**src/hdl/slfr_pkg.sv**
```systemverilog
// ----------------------------------------------------------------------------
// slfr_pkg
// Shared types and constants of the sync/length frame receiver.
// ----------------------------------------------------------------------------
package slfr_pkg;

  localparam int unsigned ByteW   = 8;
  localparam int unsigned CountW  = 17;
  localparam int unsigned LenW    = 16;
  localparam int unsigned StageW  = 2;
  localparam int unsigned RegIdxW = 1;

  // Result word layout, lowest bit first.
  localparam int unsigned ResultBits = CountW + ByteW + StageW + 1 + LenW;
  localparam int unsigned ResultW    = ((ResultBits + 7) / 8) * 8;

  localparam int unsigned QueueDepth = 2;

  // Register indexes of the configuration port.
  localparam logic [RegIdxW-1:0] REG_SYNC_FIRST  = 1'b0;
  localparam logic [RegIdxW-1:0] REG_SYNC_SECOND = 1'b1;

  localparam logic [ByteW-1:0] SyncFirstReset  = 8'hEF;
  localparam logic [ByteW-1:0] SyncSecondReset = 8'h01;

  // Receiver stages.
  localparam logic [StageW-1:0] STAGE_HUNT  = 2'd0;
  localparam logic [StageW-1:0] STAGE_SYNC1 = 2'd1;
  localparam logic [StageW-1:0] STAGE_BODY  = 2'd2;

  // Frame byte positions of the big-endian length.
  localparam logic [CountW-1:0] LenHiIndex = 17'd7;
  localparam logic [CountW-1:0] LenLoIndex = 17'd8;

  // One classified byte, as passed from the front end to the back end.
  typedef struct packed {
    logic [ByteW-1:0] data;
    logic             hit_first;
    logic             hit_second;
  } slfr_entry_t;

endpackage

```
**src/hdl/slfr_front.sv**
```systemverilog
// ----------------------------------------------------------------------------
// slfr_front
// Holds the sync byte registers and tags each incoming byte with its matches.
// ----------------------------------------------------------------------------
module slfr_front
  import slfr_pkg::*;
(
  input  logic               clk_i,
  input  logic               rst_ni,
  input  logic               cfg_we_i,
  input  logic [RegIdxW-1:0] cfg_idx_i,
  input  logic [ByteW-1:0]   cfg_data_i,
  input  logic               in_valid_i,
  input  logic [ByteW-1:0]   in_data_i,
  output logic               in_ready_o,
  output logic               push_o,
  output slfr_entry_t        entry_o,
  input  logic               queue_ready_i
);

  logic [ByteW-1:0] sync_first_q, sync_first_d;
  logic [ByteW-1:0] sync_second_q, sync_second_d;

  always_comb begin
    sync_first_d  = sync_first_q;
    sync_second_d = sync_second_q;
    if (cfg_we_i) begin
      unique case (cfg_idx_i)
        REG_SYNC_FIRST:  sync_first_d  = cfg_data_i;
        REG_SYNC_SECOND: sync_second_d = cfg_data_i;
        default: ;
      endcase
    end
  end

  always_ff @(posedge clk_i or negedge rst_ni) begin
    if (!rst_ni) begin
      sync_first_q  <= SyncFirstReset;
      sync_second_q <= SyncSecondReset;
    end else begin
      sync_first_q  <= sync_first_d;
      sync_second_q <= sync_second_d;
    end
  end

  // Both comparisons are done here so the back end only selects by stage.
  assign in_ready_o          = queue_ready_i;
  assign push_o              = in_valid_i && queue_ready_i;
  assign entry_o.data        = in_data_i;
  assign entry_o.hit_first   = (in_data_i == sync_first_q);
  assign entry_o.hit_second  = (in_data_i == sync_second_q);

endmodule

```
**src/hdl/slfr_queue.sv**
```systemverilog
// ----------------------------------------------------------------------------
// slfr_queue
// Short first-in first-out queue of classified bytes.
// ----------------------------------------------------------------------------
module slfr_queue
  import slfr_pkg::*;
(
  input  logic        clk_i,
  input  logic        rst_ni,
  input  logic        push_i,
  input  slfr_entry_t push_entry_i,
  output logic        ready_o,
  input  logic        pop_i,
  output logic        valid_o,
  output slfr_entry_t head_o
);

  localparam int unsigned PtrW = (QueueDepth > 1) ? $clog2(QueueDepth) : 1;
  localparam int unsigned CntW = $clog2(QueueDepth + 1);

  slfr_entry_t           mem_q [QueueDepth];
  logic [PtrW-1:0]       wr_ptr_q, wr_ptr_d;
  logic [PtrW-1:0]       rd_ptr_q, rd_ptr_d;
  logic [CntW-1:0]       fill_q, fill_d;
  logic                  do_pop;

  assign ready_o = (fill_q != CntW'(QueueDepth));
  assign valid_o = (fill_q != '0);
  assign head_o  = mem_q[rd_ptr_q];
  assign do_pop  = pop_i && valid_o;

  always_comb begin
    wr_ptr_d = wr_ptr_q;
    rd_ptr_d = rd_ptr_q;
    fill_d   = fill_q;
    if (push_i) begin
      wr_ptr_d = (wr_ptr_q == PtrW'(QueueDepth - 1)) ? '0 : wr_ptr_q + 1'b1;
    end
    if (do_pop) begin
      rd_ptr_d = (rd_ptr_q == PtrW'(QueueDepth - 1)) ? '0 : rd_ptr_q + 1'b1;
    end
    if (push_i && !do_pop) begin
      fill_d = fill_q + 1'b1;
    end else if (do_pop && !push_i) begin
      fill_d = fill_q - 1'b1;
    end
  end

  always_ff @(posedge clk_i or negedge rst_ni) begin
    if (!rst_ni) begin
      wr_ptr_q <= '0;
      rd_ptr_q <= '0;
      fill_q   <= '0;
    end else begin
      wr_ptr_q <= wr_ptr_d;
      rd_ptr_q <= rd_ptr_d;
      fill_q   <= fill_d;
    end
  end

  always_ff @(posedge clk_i) begin
    if (push_i) begin
      mem_q[wr_ptr_q] <= push_entry_i;
    end
  end

endmodule

```
**src/hdl/slfr_back.sv**
```systemverilog
// ----------------------------------------------------------------------------
// slfr_back
// Frame state machine and result register.
// ----------------------------------------------------------------------------
module slfr_back
  import slfr_pkg::*;
(
  input  logic               clk_i,
  input  logic               rst_ni,
  input  logic               head_valid_i,
  input  slfr_entry_t        head_i,
  output logic               pop_o,
  output logic               out_valid_o,
  output logic [ResultW-1:0] out_data_o,
  input  logic               out_ready_i
);

  logic [StageW-1:0]  stage_q, stage_d;
  logic [CountW-1:0]  count_q, count_d;
  logic [ByteW-1:0]   len_hi_q, len_hi_d;
  logic [LenW-1:0]    len_q, len_d;
  logic               done_q, done_d;
  logic               out_valid_q, out_valid_d;
  logic [ResultW-1:0] out_data_q, out_data_d;

  logic [CountW-1:0]  next_cnt;
  logic [LenW-1:0]    body_len;
  logic [CountW-1:0]  end_limit;

  assign pop_o     = head_valid_i && (!out_valid_q || out_ready_i);
  assign next_cnt  = count_q + 1'b1;
  assign body_len  = (count_q == LenLoIndex) ? {len_hi_q, head_i.data} : len_q;
  assign end_limit = {1'b0, body_len} + LenLoIndex;

  always_comb begin
    stage_d  = stage_q;
    count_d  = count_q;
    len_hi_d = len_hi_q;
    len_d    = len_q;
    done_d   = done_q;
    if (pop_o) begin
      unique case (stage_q)
        STAGE_HUNT: begin
          stage_d = head_i.hit_first ? STAGE_SYNC1 : STAGE_HUNT;
          count_d = head_i.hit_first ? next_cnt : '0;
        end
        STAGE_SYNC1: begin
          stage_d = head_i.hit_second ? STAGE_BODY : STAGE_HUNT;
          count_d = head_i.hit_second ? next_cnt : '0;
        end
        default: begin
          // In frame; the unused code behaves the same way.
          count_d = next_cnt;
          if (count_q == LenHiIndex) begin
            len_hi_d = head_i.data;
          end
          if (next_cnt > LenLoIndex) begin
            len_d = body_len;
            if (next_cnt > end_limit) begin
              count_d = '0;
              stage_d = STAGE_HUNT;
              done_d  = 1'b1;
            end else begin
              done_d = 1'b0;
            end
          end else begin
            len_d = '0;
          end
        end
      endcase
    end
  end

  always_comb begin
    out_valid_d = out_valid_q;
    out_data_d  = out_data_q;
    if (pop_o) begin
      out_valid_d = 1'b1;
      out_data_d  = ResultW'({len_d, done_d, stage_d, head_i.data, count_q});
    end else if (out_ready_i) begin
      out_valid_d = 1'b0;
    end
  end

  always_ff @(posedge clk_i or negedge rst_ni) begin
    if (!rst_ni) begin
      stage_q     <= STAGE_HUNT;
      count_q     <= '0;
      len_hi_q    <= '0;
      len_q       <= '0;
      done_q      <= 1'b0;
      out_valid_q <= 1'b0;
    end else begin
      stage_q     <= stage_d;
      count_q     <= count_d;
      len_hi_q    <= len_hi_d;
      len_q       <= len_d;
      done_q      <= done_d;
      out_valid_q <= out_valid_d;
    end
  end

  always_ff @(posedge clk_i) begin
    out_data_q <= out_data_d;
  end

  assign out_valid_o = out_valid_q;
  assign out_data_o  = out_data_q;

endmodule

```
**src/hdl/sync_length_frame_receiver.sv**
```systemverilog
// ----------------------------------------------------------------------------
// sync_length_frame_receiver
// Two-byte sync, length-prefixed byte stream deframer.
// ----------------------------------------------------------------------------
// The receiver takes one byte per request and returns one result per byte,
// each byte passing through the queue and the output register, and it
// sustains one byte per clock cycle while the output takes results. It hunts
// for the first sync byte, then expects the second one, then counts body
// bytes; frame bytes 7 and 8 (the first sync byte being byte 0) give a
// big-endian length L, and the frame ends on the byte with index 8 + L. Each
// result carries the byte's index in the frame, the byte, the stage after it,
// the done flag and the declared length. A byte that fails a sync check sends
// the block back to hunting and is not tried again as a first sync byte. The
// sync values are written through the configuration port; the user must do so
// only while no traffic is in flight, as the block itself does not enforce it.
//
// Inside, a front end compares each byte against both sync values, a
// two-entry queue holds the tagged bytes, and a back end runs the frame state
// machine and drives a registered output. The rate is set by that state
// machine, which handles one byte per cycle while results are taken; a spare
// queue entry absorbs an output stall before the input side sees backpressure.
// ----------------------------------------------------------------------------
module sync_length_frame_receiver
  import slfr_pkg::*;
(
  input  logic               clk_i,
  input  logic               rst_ni,
  // Configuration write port.
  input  logic               cfg_we_i,
  input  logic [RegIdxW-1:0] cfg_idx_i,
  input  logic [ByteW-1:0]   cfg_data_i,
  // Byte input.
  input  logic               s_axis_tvalid,
  output logic               s_axis_tready,
  input  logic [ByteW-1:0]   s_axis_tdata,   // rx_byte[7:0]
  // Result output.
  output logic               m_axis_tvalid,
  input  logic               m_axis_tready,
  // From bit 0: byte_index[16:0], stored_byte[24:17], stage[26:25],
  // frame_done[27], declared_length[43:28], zero fill[47:44].
  output logic [ResultW-1:0] m_axis_tdata
);

  logic        push;
  logic        queue_ready;
  slfr_entry_t push_entry;
  logic        head_valid;
  slfr_entry_t head;
  logic        pop;

  slfr_front u_front (
    .clk_i         (clk_i),
    .rst_ni        (rst_ni),
    .cfg_we_i      (cfg_we_i),
    .cfg_idx_i     (cfg_idx_i),
    .cfg_data_i    (cfg_data_i),
    .in_valid_i    (s_axis_tvalid),
    .in_data_i     (s_axis_tdata),
    .in_ready_o    (s_axis_tready),
    .push_o        (push),
    .entry_o       (push_entry),
    .queue_ready_i (queue_ready)
  );

  slfr_queue u_queue (
    .clk_i        (clk_i),
    .rst_ni       (rst_ni),
    .push_i       (push),
    .push_entry_i (push_entry),
    .ready_o      (queue_ready),
    .pop_i        (pop),
    .valid_o      (head_valid),
    .head_o       (head)
  );

  slfr_back u_back (
    .clk_i        (clk_i),
    .rst_ni       (rst_ni),
    .head_valid_i (head_valid),
    .head_i       (head),
    .pop_o        (pop),
    .out_valid_o  (m_axis_tvalid),
    .out_data_o   (m_axis_tdata),
    .out_ready_i  (m_axis_tready)
  );

endmodule

```
**config.mk**
```make
export PLATFORM = sky130hd
export DESIGN_NAME = sync_length_frame_receiver
export DESIGN_NICKNAME = d
export VERILOG_FILES = /design/src/hdl/slfr_pkg.sv /design/src/hdl/slfr_front.sv /design/src/hdl/slfr_queue.sv /design/src/hdl/slfr_back.sv /design/src/hdl/sync_length_frame_receiver.sv
export SDC_FILE = /design/constraint.sdc
export NUM_CORES = 1
export LEC_CHECK = 0
export BUFFER_PORTS_ARGS = -buffer_cell sky130_fd_sc_hd__buf_2
export CORE_ASPECT_RATIO = 1.5
export CORE_MARGIN = 2
export CORE_UTILIZATION = 45
export DETAILED_ROUTE_END_ITERATION = 10
export PLACE_DENSITY_LB_ADDON = 0.12
export SYNTH_ARGS = -nofsm -noshare
export SYNTH_HDL_FRONTEND = slang
export SYNTH_HIERARCHICAL = 1
export SYNTH_SLANG_ARGS = --single-unit
```
**constraint.sdc**
```tcl
create_clock -name clk_i -period 9 [get_ports clk_i]
set_input_delay 1.35 -clock clk_i [delete_from_list [all_inputs] [get_ports clk_i]]
set_output_delay 1.35 -clock clk_i [all_outputs]
set_load 0.005 [all_outputs]
```
==> flow_summary.json <==
{
  "die_h_um": 152,
  "detailedRoute.firstPassIterationCount": 4,
  "n_antenna_cell": 0,
  "grt_usage": 0.195,
  "clk_pin_slew_ps": 60,
  "setup_viol": 0,
  "area_delta_synth_final_pct": 15.5,
  "die_w_um": 102,
  "post-route-period-util": 0.578,
  "cts-resized-gates": 0,
  "ys_warn_count": 6,
  "rows": 54,
  "synth.avg_cell_area_um2": 12.2,
  "cts_root_buffer": "clkbuf_16",
  "gr-total-overflow": 0,
  "cts_hold_buf": 0,
  "crit_path_start_kind": "register",
  "wl_mm": 14.3,
  "drv_slew": 0,
  "cts_max_path_buffers": 2,
  "grt_antenna_before_repair": 0,
  "slew_headroom": 0.249,
  "cellLeakagePower_nw": 3.11,
  "seqPwrFrac": 0.421,
  "core_area_um2": 14400,
  "drv_cap": 0,
  "vias": 4256,
  "cts_tree": "built",
  "p_total_mw": 2.17,
  "drive_gt1_frac": 0.276,
  "timing.fmax_mhz": 192,
  "fin_skew_ps": 9.05,
  "status": "finished clean",
  "cp_max_fo": 24,
  "grt_pass1_vias": 4325,
  "yosysTopAreaCell": "edfxtp_1",
  "start_util": 0.454,
  "wl_per_cell_um": 17.8,
  "synth_edf_count": 64,
  "p_sw_mw": 0.699,
  "gp_congestion": 0.853,
  "grt_pass1_wl_mm": 22.4,
  "timing.setup.tns_ps": 0,
  "p_per_area_nw_per_um2": 288,
  "synth-main-ff-cell": "edfxtp_1",
  "synth.distinct_cells": 61,
  "viasPerCell": 5.31,
  "combPwrFrac": 0.256,
  "switching_share": 0.322,
  "yosysTopAreaCellShare": 0.294,
  "io_pins": 72,
  "drc": 0,
  "drt_iter0_markers": 198,
  "numCtsBuffers": 17,
  "worstSkewPairLatency_ps": 410,
  "nets": 637,
  "rsz0062_at_grt": "false",
  "netlist_instances": 534,
  "post-route-min-period_ps": 5200,
  "endpoint_kind": "register",
  "hold_viol": 0,
  "seq_area_frac_synth": 0.544,
  "ys_async_sr_fraction": 0.504,
  "ant_nets": 0,
  "die-area_um2": 15500,
  "ys_ff_latch": 129,
  "synth_area_um2": 6540,
  "post-dp-hpwl_mm": 10.3,
  "clockPowerShare": 0.323,
  "grt_max_degree": 66,
  "fillers": 1264,
  "vdd_drop_max_uv": 172,
  "hp-class": "register to register",
  "synth_area_leaders": "edfxtp_1 29%, dfrtp_1 22%, mux2_2 5.7%, xnor2_1 4.7%, ha_1 4.2%",
  "final_core_util": 0.525,
  "portBuffers": 67,
  "crit_required_ps": 9330,
  "arrival_ps": 5520,
  "cts.sink_count": 129,
  "worstSetupPathType": "register to register",
  "post_cts_buffers": 0,
  "power_report.internal_total_mw": 1.47,
  "htree_levels": 4,
  "tightest_slew_ps": 1120
}
## worst paths after layout
check	from	to	slack (ps)	cells after the start
worst max register to register	u_back/count_q[13]	u_back/count_q[12]	3800	18
max in group asynchronous	rst_ni	u_back/len_q[5]	7290	2
worst max-delay path	u_back/count_q[13]	u_back/count_q[12]	3800	18
worst min register to register	u_queue/wr_ptr_q	u_queue/wr_ptr_q	490	1
min in group asynchronous	rst_ni	u_back/stage_q[0]	1130	2
worst min-delay path	u_queue/wr_ptr_q	u_queue/wr_ptr_q	490	1
## metal layers
metal | up-vias | part of all wire | GRT usage
li1 | 2062 | - | -
met1 | 2060 | 0.38 | 0.207
met2 | 107 | 0.55 | 0.359
met3 | 27 | 0.033 | 0.0427
met4 | 0 | 0.031 | 0.0907
met5 | - | 0 | 0
## stage by stage
step                      setup slack (ps)  instance area [µm²]  std cells  hold WS (ps)
after global placement                3970                 6950        770           472
after global routing                  3510                 7550        802           512
after detailed placement              3810                 6950        770           478
after CTS                             3790                 7550        802           487
after floorplan                       4600                 6550        537           420
final                                 3800                 7550        802           489
## sequential cells by signal, indices dropped and copies added (netlist names)
signal / cells
u_back/out_data_o: 44
u_queue/mem_q: 20
u_back/count_q: 17
u_back/len_q: 16
u_back/len_hi_q: 8
u_front/sync_first_q: 8
u_front/sync_second_q: 8
u_back/stage_q: 2
u_queue/fill_q: 2
u_back/done_q: 1
u_back/out_valid_o: 1
u_queue/rd_ptr_q: 1
u_queue/wr_ptr_q: 1
## cell families after synthesis
| logic type | after synthesis | synth area share |
|---|---|---|
| fa+ha+maj | 22 | 0.0421 |
| buf+inv | 53 | 0.0434 |
| simple gates | 150 | 0.129 |
| other cells | 1 | 0.000573 |
| compound gates | 74 | 0.0781 |
| flops | 129 | 0.544 |
| mux | 52 | 0.0920 |
| xor+xnor | 53 | 0.0710 |
## placed cells by master, fill, tap and decap left out, types with 10 or more instances in the layout
cell type / synthesis / final
mux2_2: 33 / 33
nand4_1: 17 / 17
nand2_1: 38 / 38
mux2i_1: 11 / 11
a21oi_1: 11 / 11
clkbuf_16: 0 / 17
inv_1: 19 / 18
edfxtp_1: 64 / 64
a22o_1: 16 / 16
ha_1: 22 / 22
xnor2_1: 35 / 35
buf_2: 9 / 67
nor2_1: 16 / 16
nand3_1: 18 / 18
dfrtp_1: 57 / 57
nor3_1: 12 / 12
xor2_1: 18 / 18
o21ai_0: 10 / 10
## cells in the mapped netlist (all sizes together) (2+ instances only)
library cell   n
a32o           2
dfstp          8
a22o          16
nand3         18
mux2i         11
nor4           9
edfxtp        64
o311a          2
dfrtp         57
mux2          41
o21a           3
inv           19
or2            2
xnor2         35
a211oi         2
o21ai         20
o22ai          6
a21oi         11
buf           25
nor3          15
or4            3
a31oi          3
nand2b         6
and2           4
nand2         40
and3           5
o21bai         3
ha            22
nand4         19
clkbuf         9
xor2          18
nor2          17
nor2b          9
## final cells by class
class	count	area, µm²	share of cell area
clock inverter	13	161	0.0214
inverter	19	71.3	0.00944
timing repair buffer	71	365	0.0484
tap	196	245	0.0325
sequential	129	3560	0.471
multi-input combinational	355	2710	0.359
clock buffer	19	443	0.0586
## power by group through the flow
stage          combinational (mW)  sequential, mW  clock (mW)
3_3_place_gp                0.552           0.923           0
4_1_cts                     0.565           0.917       0.716
5_1_grt                     0.619           0.937       0.744
3_5_place_dp                0.560           0.926           0
6_report                    0.557           0.915       0.701
2_1_floorplan               0.384           0.898           0
## critical path: stages (launching register included)
cell      delay (ps)
dfrtp_1          490
nor3_1           410
nand4_1          320
nor3_2           230
buf_4            330
mux2_2           420
ha_1             260
o21a_1           140
nand3_1           90
xnor2_1          110
mux2i_1           90
ha_1             320
a21oi_1          190
nand2_1           90
a221oi_1         360
a31oi_1          150
a21oi_1          580
o21ai_2          300
o21ai_1          230
(Power assumes the default switching activity.)
